<file path="src/hdl/kufe_pkg.sv">
// Shared types and constants for the union-find edge filter.
// Used by kufe_forest and the top level; kufe_ram stands alone.
package kufe_pkg;

    localparam int MAX_VERTICES = 256;
    localparam int VERT_W       = $clog2(MAX_VERTICES);
    localparam int COUNT_W      = VERT_W + 1;
    localparam int WEIGHT_W     = 16;

    localparam logic [COUNT_W-1:0] VCOUNT_RESET = COUNT_W'(MAX_VERTICES);

    // result status codes
    localparam logic [1:0] STATUS_ACCEPT = 2'd0;
    localparam logic [1:0] STATUS_CYCLE  = 2'd1;
    localparam logic [1:0] STATUS_IGNORE = 2'd2;
    localparam logic [1:0] STATUS_RANGE  = 2'd3;

    typedef enum logic [2:0] {
        ST_IDLE,
        ST_CHECK,
        ST_WALK_A,
        ST_WALK_B,
        ST_RESULT
    } state_t;

    typedef struct packed {
        logic                       new_graph;
        logic [VERT_W-1:0]          vertex_a;
        logic [VERT_W-1:0]          vertex_b;
        logic signed [WEIGHT_W-1:0] edge_weight;
        logic                       last_edge;
    } in_item_t;

    typedef struct packed {
        logic [1:0]                 status;
        logic [VERT_W-1:0]          low_vertex;
        logic [VERT_W-1:0]          high_vertex;
        logic signed [WEIGHT_W-1:0] out_weight;
        logic                       tree_done;
    } out_item_t;

    // link request from the sequencer to the forest
    typedef struct packed {
        logic              en;
        logic [VERT_W-1:0] child;
        logic [VERT_W-1:0] parent;
    } link_t;

endpackage

</file>
<file path="src/hdl/kufe_ram.sv">
// Generic single-write, single-read RAM with registered read data.
// No dependencies.
module kufe_ram #(
    parameter int WIDTH = 8,
    parameter int DEPTH = 256
) (
    input  logic                     clk,
    input  logic                     we,
    input  logic [$clog2(DEPTH)-1:0] waddr,
    input  logic [WIDTH-1:0]         wdata,
    input  logic [$clog2(DEPTH)-1:0] raddr,
    output logic [WIDTH-1:0]         rdata
);

    logic [WIDTH-1:0] mem [DEPTH];
    logic [WIDTH-1:0] rdata_reg;

    // write port and registered read port
    always_ff @(posedge clk)
    begin
        if (we)
        begin
            mem[waddr] <= wdata;
        end
        rdata_reg <= mem[raddr];
    end

    assign rdata = rdata_reg;

endmodule

</file>
<file path="src/hdl/kufe_forest.sv">
// Union-find forest: parent RAM plus one valid flop per vertex.
// Depends on kufe_pkg and kufe_ram.
module kufe_forest (
    input  logic                          clk,
    input  logic                          rst_n,
    input  logic                          clear,
    input  logic [kufe_pkg::VERT_W-1:0]   look_addr,
    input  kufe_pkg::link_t               link,
    output logic                          found_valid,
    output logic [kufe_pkg::VERT_W-1:0]   found_parent
);

    logic [kufe_pkg::MAX_VERTICES-1:0] valid_reg;
    logic [kufe_pkg::VERT_W-1:0]       addr_reg;

    // parent pointers; an entry is only trusted once its valid bit is set
    kufe_ram #(
        .WIDTH (kufe_pkg::VERT_W),
        .DEPTH (kufe_pkg::MAX_VERTICES)
    ) u_parent (
        .clk   (clk),
        .we    (link.en),
        .waddr (link.child),
        .wdata (link.parent),
        .raddr (look_addr),
        .rdata (found_parent)
    );

    // clear all on a new graph, mark a child once linked
    always_ff @(posedge clk or negedge rst_n)
    begin
        if (!rst_n)
        begin
            valid_reg <= '0;
        end
        else if (clear)
        begin
            valid_reg <= '0;
        end
        else if (link.en)
        begin
            valid_reg[link.child] <= 1'b1;
        end
    end

    // track the address whose parent is in the RAM output register
    always_ff @(posedge clk)
    begin
        addr_reg <= look_addr;
    end

    assign found_valid = valid_reg[addr_reg];

endmodule

</file>
<file path="src/hdl/kruskal_union_find_edge_filter_unit.sv">
// From accept to out_valid an edge passes through the check state, walk a, walk b and the result
// state; one walk step per cycle through the single parent RAM read port.
// One item at a time: the next edge is accepted no earlier than the cycle after its result is
// loaded, and the result state waits while the output register is stalled.
// Out-of-range and ignored edges skip both walks. Reset (rst_n, async low) clears valid bits,
// accepted count, and sets vertex count to 256; the parent RAM is not cleared.
module kruskal_union_find_edge_filter_unit (
    input  logic                           clk,
    input  logic                           rst_n,
    input  logic                           cfg_valid,
    output logic                           cfg_ready,
    input  logic [kufe_pkg::COUNT_W-1:0]   cfg_data,
    input  logic                           in_valid,
    output logic                           in_ready,
    input  kufe_pkg::in_item_t             in_data,
    output logic                           out_valid,
    input  logic                           out_ready,
    output kufe_pkg::out_item_t            out_data
);

    kufe_pkg::state_t               state_reg, state_next;
    kufe_pkg::in_item_t             item_reg, item_next;
    kufe_pkg::out_item_t            out_reg, out_next;
    logic                           out_valid_reg, out_valid_next;
    logic [kufe_pkg::VERT_W-1:0]    cur_reg, cur_next;
    logic [kufe_pkg::VERT_W-1:0]    root_a_reg, root_a_next;
    logic [1:0]                     status_reg, status_next;
    logic [kufe_pkg::COUNT_W-1:0]   acc_count_reg, acc_count_next;
    logic [kufe_pkg::COUNT_W-1:0]   vcount_reg;
    logic [kufe_pkg::COUNT_W-1:0]   count_eff;
    logic [kufe_pkg::COUNT_W-1:0]   limit;
    logic                           clear;
    kufe_pkg::link_t                link;
    logic                           found_valid;
    logic [kufe_pkg::VERT_W-1:0]    found_parent;
    logic                           root_hit;
    logic                           a_lt_b;

    // clamp vertex count to 1..MAX_VERTICES
    always_comb
    begin
        if (vcount_reg == '0)
        begin
            count_eff = kufe_pkg::COUNT_W'(1);
        end
        else if (vcount_reg > kufe_pkg::VCOUNT_RESET)
        begin
            count_eff = kufe_pkg::VCOUNT_RESET;
        end
        else
        begin
            count_eff = vcount_reg;
        end
    end

    assign limit     = count_eff - kufe_pkg::COUNT_W'(1);
    assign cfg_ready = 1'b1;
    assign root_hit  = !found_valid || (found_parent == cur_reg);
    assign a_lt_b    = item_reg.vertex_a < item_reg.vertex_b;

    kufe_forest u_forest (
        .clk          (clk),
        .rst_n        (rst_n),
        .clear        (clear),
        .look_addr    (cur_next),
        .link         (link),
        .found_valid  (found_valid),
        .found_parent (found_parent)
    );

    // configuration register
    always_ff @(posedge clk or negedge rst_n)
    begin
        if (!rst_n)
        begin
            vcount_reg <= kufe_pkg::VCOUNT_RESET;
        end
        else if (cfg_valid && cfg_ready)
        begin
            vcount_reg <= cfg_data;
        end
    end

    // control state
    always_ff @(posedge clk or negedge rst_n)
    begin
        if (!rst_n)
        begin
            state_reg     <= kufe_pkg::ST_IDLE;
            out_valid_reg <= 1'b0;
            acc_count_reg <= '0;
        end
        else
        begin
            state_reg     <= state_next;
            out_valid_reg <= out_valid_next;
            acc_count_reg <= acc_count_next;
        end
    end

    // payload and walk registers
    always_ff @(posedge clk)
    begin
        item_reg   <= item_next;
        out_reg    <= out_next;
        cur_reg    <= cur_next;
        root_a_reg <= root_a_next;
        status_reg <= status_next;
    end

    // sequencer: check, walk a, walk b, link, result
    always_comb
    begin
        state_next     = state_reg;
        item_next      = item_reg;
        out_next       = out_reg;
        out_valid_next = out_valid_reg && !out_ready;
        cur_next       = cur_reg;
        root_a_next    = root_a_reg;
        status_next    = status_reg;
        acc_count_next = acc_count_reg;
        clear          = 1'b0;
        link           = '0;
        in_ready       = 1'b0;

        unique case (state_reg)
            kufe_pkg::ST_IDLE:
            begin
                in_ready = 1'b1;
                if (in_valid)
                begin
                    item_next  = in_data;
                    state_next = kufe_pkg::ST_CHECK;
                    if (in_data.new_graph)
                    begin
                        clear          = 1'b1;
                        acc_count_next = '0;
                    end
                end
            end

            kufe_pkg::ST_CHECK:
            begin
                if (acc_count_reg >= limit)
                begin
                    status_next = kufe_pkg::STATUS_IGNORE;
                    state_next  = kufe_pkg::ST_RESULT;
                end
                else if ({1'b0, item_reg.vertex_a} >= count_eff ||
                         {1'b0, item_reg.vertex_b} >= count_eff)
                begin
                    status_next = kufe_pkg::STATUS_RANGE;
                    state_next  = kufe_pkg::ST_RESULT;
                end
                else
                begin
                    cur_next   = item_reg.vertex_a;
                    state_next = kufe_pkg::ST_WALK_A;
                end
            end

            kufe_pkg::ST_WALK_A:
            begin
                if (root_hit)
                begin
                    root_a_next = cur_reg;
                    cur_next    = item_reg.vertex_b;
                    state_next  = kufe_pkg::ST_WALK_B;
                end
                else
                begin
                    cur_next = found_parent;
                end
            end

            kufe_pkg::ST_WALK_B:
            begin
                if (root_hit)
                begin
                    state_next = kufe_pkg::ST_RESULT;
                    if (cur_reg == root_a_reg)
                    begin
                        status_next = kufe_pkg::STATUS_CYCLE;
                    end
                    else
                    begin
                        // link the larger root under the smaller one
                        link.en        = 1'b1;
                        link.child     = (cur_reg > root_a_reg) ? cur_reg : root_a_reg;
                        link.parent    = (cur_reg > root_a_reg) ? root_a_reg : cur_reg;
                        acc_count_next = acc_count_reg + kufe_pkg::COUNT_W'(1);
                        status_next    = kufe_pkg::STATUS_ACCEPT;
                    end
                end
                else
                begin
                    cur_next = found_parent;
                end
            end

            kufe_pkg::ST_RESULT:
            begin
                // load the output register once it is free
                if (!out_valid_reg || out_ready)
                begin
                    out_next.status      = status_reg;
                    out_next.low_vertex  = a_lt_b ? item_reg.vertex_a : item_reg.vertex_b;
                    out_next.high_vertex = a_lt_b ? item_reg.vertex_b : item_reg.vertex_a;
                    out_next.out_weight  = item_reg.edge_weight;
                    out_next.tree_done   = (acc_count_reg >= limit) || item_reg.last_edge;
                    out_valid_next       = 1'b1;
                    state_next           = kufe_pkg::ST_IDLE;
                end
            end

            default:
            begin
                state_next = kufe_pkg::ST_IDLE;
            end
        endcase
    end

    assign out_valid = out_valid_reg;
    assign out_data  = out_reg;

    // a link always points a larger root at a smaller one
    a_link_order: assert property (@(posedge clk) disable iff (!rst_n)
        link.en |-> (link.child > link.parent))
        else $error("link does not point to a smaller root");

    // parents seen during a walk are never above the vertex walked
    a_walk_down: assert property (@(posedge clk) disable iff (!rst_n)
        ((state_reg == kufe_pkg::ST_WALK_A || state_reg == kufe_pkg::ST_WALK_B)
         && found_valid) |-> (found_parent <= cur_reg))
        else $error("parent pointer climbs during root walk");

    // a new graph restarts the accepted count
    a_new_graph: assert property (@(posedge clk) disable iff (!rst_n)
        (in_valid && in_ready && in_data.new_graph) |=> (acc_count_reg == '0))
        else $error("accepted count not cleared on new graph");

    // each link bumps the accepted count by one
    a_count_step: assert property (@(posedge clk) disable iff (!rst_n)
        link.en |=> (acc_count_reg == $past(acc_count_reg) + kufe_pkg::COUNT_W'(1)))
        else $error("accepted count out of step with links");

    // a result is only loaded over an empty or draining output register
    a_no_overwrite: assert property (@(posedge clk) disable iff (!rst_n)
        (state_reg == kufe_pkg::ST_RESULT && out_valid_reg && !out_ready)
        |=> (state_reg == kufe_pkg::ST_RESULT))
        else $error("result left the sequencer while output was stalled");

endmodule

</file>
<file path="config.mk">
export PLATFORM = sky130hd
export DESIGN_NAME = kruskal_union_find_edge_filter_unit
export DESIGN_NICKNAME = d
export VERILOG_FILES = /design/src/hdl/kufe_pkg.sv /design/src/hdl/kufe_ram.sv /design/src/hdl/kufe_forest.sv /design/src/hdl/kruskal_union_find_edge_filter_unit.sv
export SDC_FILE = /design/constraint.sdc
export NUM_CORES = 2
export LEC_CHECK = 0
export BUFFER_PORTS_ARGS = -buffer_cell sky130_fd_sc_hd__clkbuf_2
export CORE_ASPECT_RATIO = 0.8
export CORE_UTILIZATION = 40
export DETAILED_ROUTE_END_ITERATION = 10
export MAX_ROUTING_LAYER = met4
export PLACE_DENSITY = 0.59
export SLEW_MARGIN = 20
export SYNTH_ARGS = -nofsm -noshare
export SYNTH_HDL_FRONTEND = slang
export SYNTH_SLANG_ARGS = --single-unit
export TNS_END_PERCENT = 50
</file>
<file path="constraint.sdc">
create_clock -name clk -period 30.2 [get_ports clk]
set_input_delay 6.04 -clock clk [delete_from_list [all_inputs] [get_ports clk]]
set_output_delay 6.04 -clock clk [all_outputs]
set_load 0.05 [all_outputs]
</file>
# Word-level counts from Yosys, hierarchy flattened

Memories as Yosys holds them, arrays and structs flattened. A register that Yosys moved wholly into a read port is not among the register bits.
Cells that the tools add are included.

Memories kept: 1
Input port bits: 48
Memory bits (writable): 2048
Bits in registers: 364
Logic and storage cells: 108
Output and inout port bits: 38

Memories:

| memory                | words | bits a word | read ports | clocked after Yosys merged registers in | wr ports | RTL line       | text |
|---|---|---|---|---|---|---|---|
| u_forest.u_parent.mem | 256   | 8           | 1          | 1                                       | 1        | kufe_ram.sv:15 | `logic [WIDTH-1:0] mem [DEPTH];` |

Bitwise gates (word level): 1
Reduce and logical (&&, ||, !) cells: 20
$lt $le $gt $ge: 9
Multiplexer cells: 45
Equal/unequal tests: 13
$add $sub $neg: 2

Operators with widths:

| kind                                                                         | number |
|---|---|
| 256-bit two-way mux                                                          | 2 |
| 256-bit OR                                                                   | 1 |
| 8-bit two-way mux                                                            | 8 |
| 9-bit two-way mux                                                            | 6 |
| 17-bit two-way mux                                                           | 3 |
| 8-bit one-hot mux with 3 select lines                                        | 1 |
| 8-bit by 9-bit >= comparator with 1-bit output                               | 2 |
| 8-bit by 9-bit less-than comparator with 1-bit output, second input constant | 2 |
| 3-bit two-way mux                                                            | 6 |
| 9-bit one-hot mux with 2 select lines                                        | 1 |
| 8-bit equality test                                                          | 2 |
| 3-bit one-hot mux with 5 select lines                                        | 1 |
| 2-bit != test, second input constant                                         | 6 |
| 1-bit two-way mux                                                            | 11 |
| 9-bit by 1-bit adder with 9-bit output, second input constant                | 1 |
| 9-bit >= comparator                                                          | 1 |
| 9-bit greater-than comparator, second input constant                         | 1 |
| 9-bit logical NOT                                                            | 1 |
| 9-bit by 1-bit subtractor with 9-bit output, second input constant           | 1 |
| 1-bit binary-select mux with 8-bit select                                    | 1 |
| 1-bit demux with 8-bit select                                                | 1 |
| 8-bit by 1-bit >= comparator with 1-bit output, second input constant        | 1 |
| 8-bit greater-than comparator                                                | 1 |
| 8-bit less-than comparator                                                   | 1 |
| 15 further kinds                                                             | 28 |

# Logic depth before layout (Yosys ltp)

Word-level depth: 13
Depth in mapped cells: 32
Gate-level depth less buffers: 27

# Hierarchy

Synthesis repeated with hierarchy kept, for this count alone.

Cell total of the unflattened synthesis: 5312
Area total of the unflattened synthesis: 96726.5 um^2

By module, submodules not included:

| module                              | times used | seq. area each (um^2) | area an instance (um^2) | cells an instance |
|---|---|---|---|---|
| kufe_ram                            | 1          | 61659.1               | 79556.3                 | 3733 |
| kufe_forest                         | 1          | 6566.3                | 11593.6                 | 1126 |
| kruskal_union_find_edge_filter_unit | 1          | 3054.2                | 5576.6                  | 453 |

# Worst setup path before layout

OpenSTA, ideal clock, no wires.

Path type: register to register
Start point: register u_forest.addr_reg[0] (netlist bit)
End point: memory u_forest.u_parent.mem[0][3], data pin
Clock period less this slack: 10.388 ns
Path slack: 19.812 ns
Data arrival time: 8.999 ns
Stages on the path, launching flop included: 21
Path through: dfxtp_1 -> buf_6 -> buf_6 -> buf_6 -> buf_4 -> inv_1 -> ha_1 -> nor2b_1 -> o21ai_0 -> nand2b_1 -> a21oi_1 -> nor2b_1 -> o21ai_0 -> nand2b_1 -> a21oi_1 -> nor2b_1 -> o21ai_1 -> clkbuf_1 -> clkbuf_1 -> a21oi_1 -> nor2_1

RTL lines:

| element                | RTL line          | text |
|---|---|---|
| start, declared        | kufe_forest.sv:14 | `logic [kufe_pkg::VERT_W-1:0] addr_reg;` |
| start signal, assigned | kufe_forest.sv:49 | `addr_reg <= look_addr;` |
| end, declared          | kufe_ram.sv:15    |  |

# Final worst setup path

Start point: register vcount_reg[1] (netlist bit)
End point: register u_forest.u_parent.rdata_reg[2] (netlist: u_forest.u_parent.rdata[2]), read port of u_forest.u_parent.mem

Cells in the longest elaborated chain, start to end: 8
Elaborated cells on any way between the ends: 12
Classes of those cells: 1 x add/sub; 4 x order compare; 5 x mux; 2 x reduce/logical

Ends and longest elaborated chain:

| element                                                                             | RTL line                                   | text |
|---|---|---|
| start, declared                                                                     | kruskal_union_find_edge_filter_unit.sv:29  | `logic [kufe_pkg::COUNT_W-1:0] vcount_reg;` |
| start signal, assigned                                                              | kruskal_union_find_edge_filter_unit.sv:76  | `vcount_reg <= kufe_pkg::VCOUNT_RESET;` |
| start signal, assigned                                                              | kruskal_union_find_edge_filter_unit.sv:80  | `vcount_reg <= cfg_data;` |
| 9-bit greater-than comparator                                                       | kruskal_union_find_edge_filter_unit.sv:46  | `else if (vcount_reg > kufe_pkg::VCOUNT_RESET)` |
| 9-bit two-way mux                                                                   | kruskal_union_find_edge_filter_unit.sv:46  |  |
| 9-bit two-way mux *                                                                 | kruskal_union_find_edge_filter_unit.sv:42  | `if (vcount_reg == '0)` |
| branches (longest 3 deep; another with 9-bit by 1-bit subtractor with 9-bit output) | --                                         |  |
| 8-bit two-way mux *                                                                 | kruskal_union_find_edge_filter_unit.sv:144 | `if (acc_count_reg >= limit)` |
| 8-bit one-hot mux with 3 select lines *                                             | kruskal_union_find_edge_filter_unit.sv:126 | `unique case (state_reg)` |
| end, declared                                                                       | kufe_ram.sv:16                             | `logic [WIDTH-1:0] rdata_reg;` |

Mark *: on every way between the ends.
A chain may end at the register's enable or synchronous reset.

==> flow_summary.yaml <==
yosys:
  synthTopCellsByArea: "edfxtp_1 65%, dfrtp_1 7.1%, nand2_1 5.9%"
  yosysTopAreaCellShare_pct: 65.2
  syn_nets: 7203
  seq_area_frac_synth_pct: 72.6
  syn_area_sq_um: 97900
  yosysUniqueCellTypes: 82
  netlist_instances: 7113
  ys_top_cells_by_count: "2,126 x edfxtp_1, 1,546 x nand2_1, 550 x nand3_1"
  yosysWarnings: 0
  synth_ff_type: "edfxtp_1"
  ys_ff_latch: 2420
  synth_largest_area_cell: "edfxtp_1"
  async_flop_share_pct: 11.5
  synth_most_common_cell: "edfxtp_1"
  synth.avg_cell_area_sq_um: 13.8
  synth_edf_count: 2126
critical_path:
  slowest_stage: "buf_4"
  cp_max_fo: 144
  reg2regPathDepth: 28
  r2r-start: "vcount_reg[1]$_DFFE_PN0P_"
  required_ns: 31.00
  cp-end-kind: "flop"
  max_stage_delay_ns: 0.78
  cp-start-kind: "flop"
  r2r_end: "u_forest.u_parent.rdata[2]$_DFF_P_"
  path_class: "reg2reg"
  worstPathArrival_ns: 10.91
  rrSetupSlack_ns: 20.08
die:
  io_pins: 86
  die_width_um: 555
  start_util_pct: 40.2
  die_h_um: 444
  dieArea_sq_um: 247000
  core_sq_um: 243000
  rows: 162
clocking:
  cts.htree.levels: 4
  cts_tree: "built"
  clock-sinks: 2420
  hold_buffers: 0
  clock_latency_ns: 0.92
  cts_buffer_depth: 4
  clkTransAtPathRegs_ns: 0.07
  cts_buffers: 237
  cts_setup_buffers: 0
  root_buffer: "clkbuf_16"
  cts.repair.resized: 0
placed_design:
  io_buffers: 84
  dpl.cell_count: 10176
  routabilityCongestion: 0.965
  hpwl_mm: 185
sta:
  setup_violations: 0
  final_hold_viol_count: 0
  grt_setup_unrepaired: "no"
  tightestPinTransition_ns: 1.42
  slew_viol_final: 0
  fmax_ghz: 0.0988
  min_period_ns: 10.12
  worst_clock_skew_ns: 0.0715
  setup_tns_ns: 0
  fin_crit_sh_pct: 33.5
  slew_headroom_pct: 5.30
global_route:
  grt_use_total_pct: 25.3
  grt_max_degree: 233
  antenna_found_initial: 14
  grt_pass1_wl_mm: 439
  globalRouteOverflowTotal: 0
  first_global_vias: 58349
layout:
  nets: 7226
  largest_reg_flops: 2048
  nFillCells: 21389
  multi_input_area_sq_um: 24700
  syn_to_final_growth_pct: 12.2
  drive_gt1_share_pct: 11.5
  finalNonFillerCells: 10625
  seqCellArea_sq_um: 71100
routing:
  drtIter0Drc: 9068
  dr.pass1.iters: 6
  vias: 62587
  avgViaCountPerCell: 5.89
  wirelength_mm: 308
  drcViolationCount: 0
  ant_nets: 0
  drt-wirelength-per-cell_um: 29.0
min_path:
  hold_path.startpoint: "item_reg[1]$_DFFE_PP_"
  min-delay-path-class: "reg2reg"
  whs_path_depth: 0
  min_to: "out_data[1]$_DFFE_PP_"
run_status:
  status: "finished clean"
run:
  max_cap_viol_count: 0
[layout by cell type, fill, tap and decap left out, types with 10 or more instances in the layout]
master / Yosys / final
a211oi_1: 78 / 76
a21oi_1: 101 / 100
a22oi_1: 57 / 57
a311oi_1: 88 / 88
a31oi_1: 82 / 80
a32oi_1: 71 / 71
and2_1: 35 / 33
and3_1: 77 / 77
buf_12: 0 / 15
buf_4: 39 / 145
bufinv_16: 0 / 19
clkbuf_1: 139 / 60
clkbuf_16: 0 / 238
clkbuf_2: 0 / 83
clkbuf_8: 0 / 33
clkinv_1: 3 / 29
clkinv_2: 0 / 44
dfrtp_1: 277 / 277
dfxtp_1: 16 / 14
diode_2: 0 / 10
edfxtp_1: 2126 / 2126
ha_1: 42 / 42
inv_1: 64 / 63
mux2_2: 19 / 19
mux2i_1: 233 / 233
mux4_2: 95 / 95
nand2_1: 1546 / 1542
nand2b_1: 15 / 15
nand3_1: 550 / 550
nand4_1: 78 / 78
nor2_1: 392 / 312
nor2_2: 2 / 69
nor2_4: 1 / 14
nor2b_1: 17 / 15
nor3_1: 59 / 52
o2111ai_1: 52 / 52
o211ai_1: 28 / 28
o21a_1: 233 / 233
o21ai_0: 74 / 71
xor2_1: 13 / 13
[through the flow]
stage / hold WS (ns) / setup WS [ns] / util (%) / instance area, sq um
after global placement: 0.401 / 20.44 / 41.8 / 102000
after detailed placement: 0.406 / 20.43 / 41.9 / 102000
after floorplan: 0.400 / 19.81 / - / 97900
after CTS: 0.421 / 20.43 / 45.1 / 110000
after global routing: 0.426 / 19.72 / 45.1 / 110000
final: 0.418 / 20.08 / 45.1 / 110000
[cell type report]
type / instances / share of cell area (%)
repair buffers: 246 / 1.69
flip-flops and latches: 2420 / 64.8
clock buffers: 331 / 6.04
multi-input cells: 4161 / 22.5
inverters: 70 / 0.259
clock inverters: 107 / 1.01
diodes: 10 / 0.0228
well taps: 3280 / 3.74
[cells by family after synthesis]
| family | share of synthesized area (%) |
|---|---|
| XOR/XNOR | 0.152 |
| other | 0.00383 |
| buffers and inverters | 2.55 |
| adder cells (fa/ha/maj) | 0.537 |
| multiplexers | 4.82 |
| AO/OA/AOI/OAI | 7.03 |
| flip-flops | 72.6 |
| AND/OR/NAND/NOR | 12.3 |
[worst max-delay path, delay by kind of cell (launching register included)]
kind	cells	cell delay, ns
AOI/OAI and AO/OA	10	3.32
buffers and inverters	5	2.91
and+or+nand+nor	9	2.00
muxes	2	0.61
adders and majority gates	2	0.46
DFF	1	0.38
[worst max path at each step]
stage	start	end	slack [ns]
CTS	vcount_reg[1]$_DFFE_PN0P_	u_forest.u_parent.rdata[2]$_DFF_P_	20.43
global placement	vcount_reg[3]$_DFFE_PN0P_	u_forest.u_parent.rdata[2]$_DFF_P_	20.44
floorplan	u_forest.addr_reg[0]$_DFF_P_	u_forest.u_parent.mem[0][3]$_DFFE_PP_	19.81
global route	vcount_reg[1]$_DFFE_PN0P_	u_forest.u_parent.rdata[2]$_DFF_P_	19.72
finish	vcount_reg[1]$_DFFE_PN0P_	u_forest.u_parent.rdata[2]$_DFF_P_	20.08
detailed placement	vcount_reg[1]$_DFFE_PN0P_	u_forest.u_parent.rdata[2]$_DFF_P_	20.43
[layer usage]
layer	up-vias	global-route usage, %	routed length [um]
li1	26591	-	-
met5	-	-	0
met3	474	6.90	37800
met1	31881	36.8	132000
met4	0	6.99	8590
met2	3641	34.6	130000
Power is not shown: default switching activity piles up to over one toggle a cycle in this logic, so the estimate is an artifact.
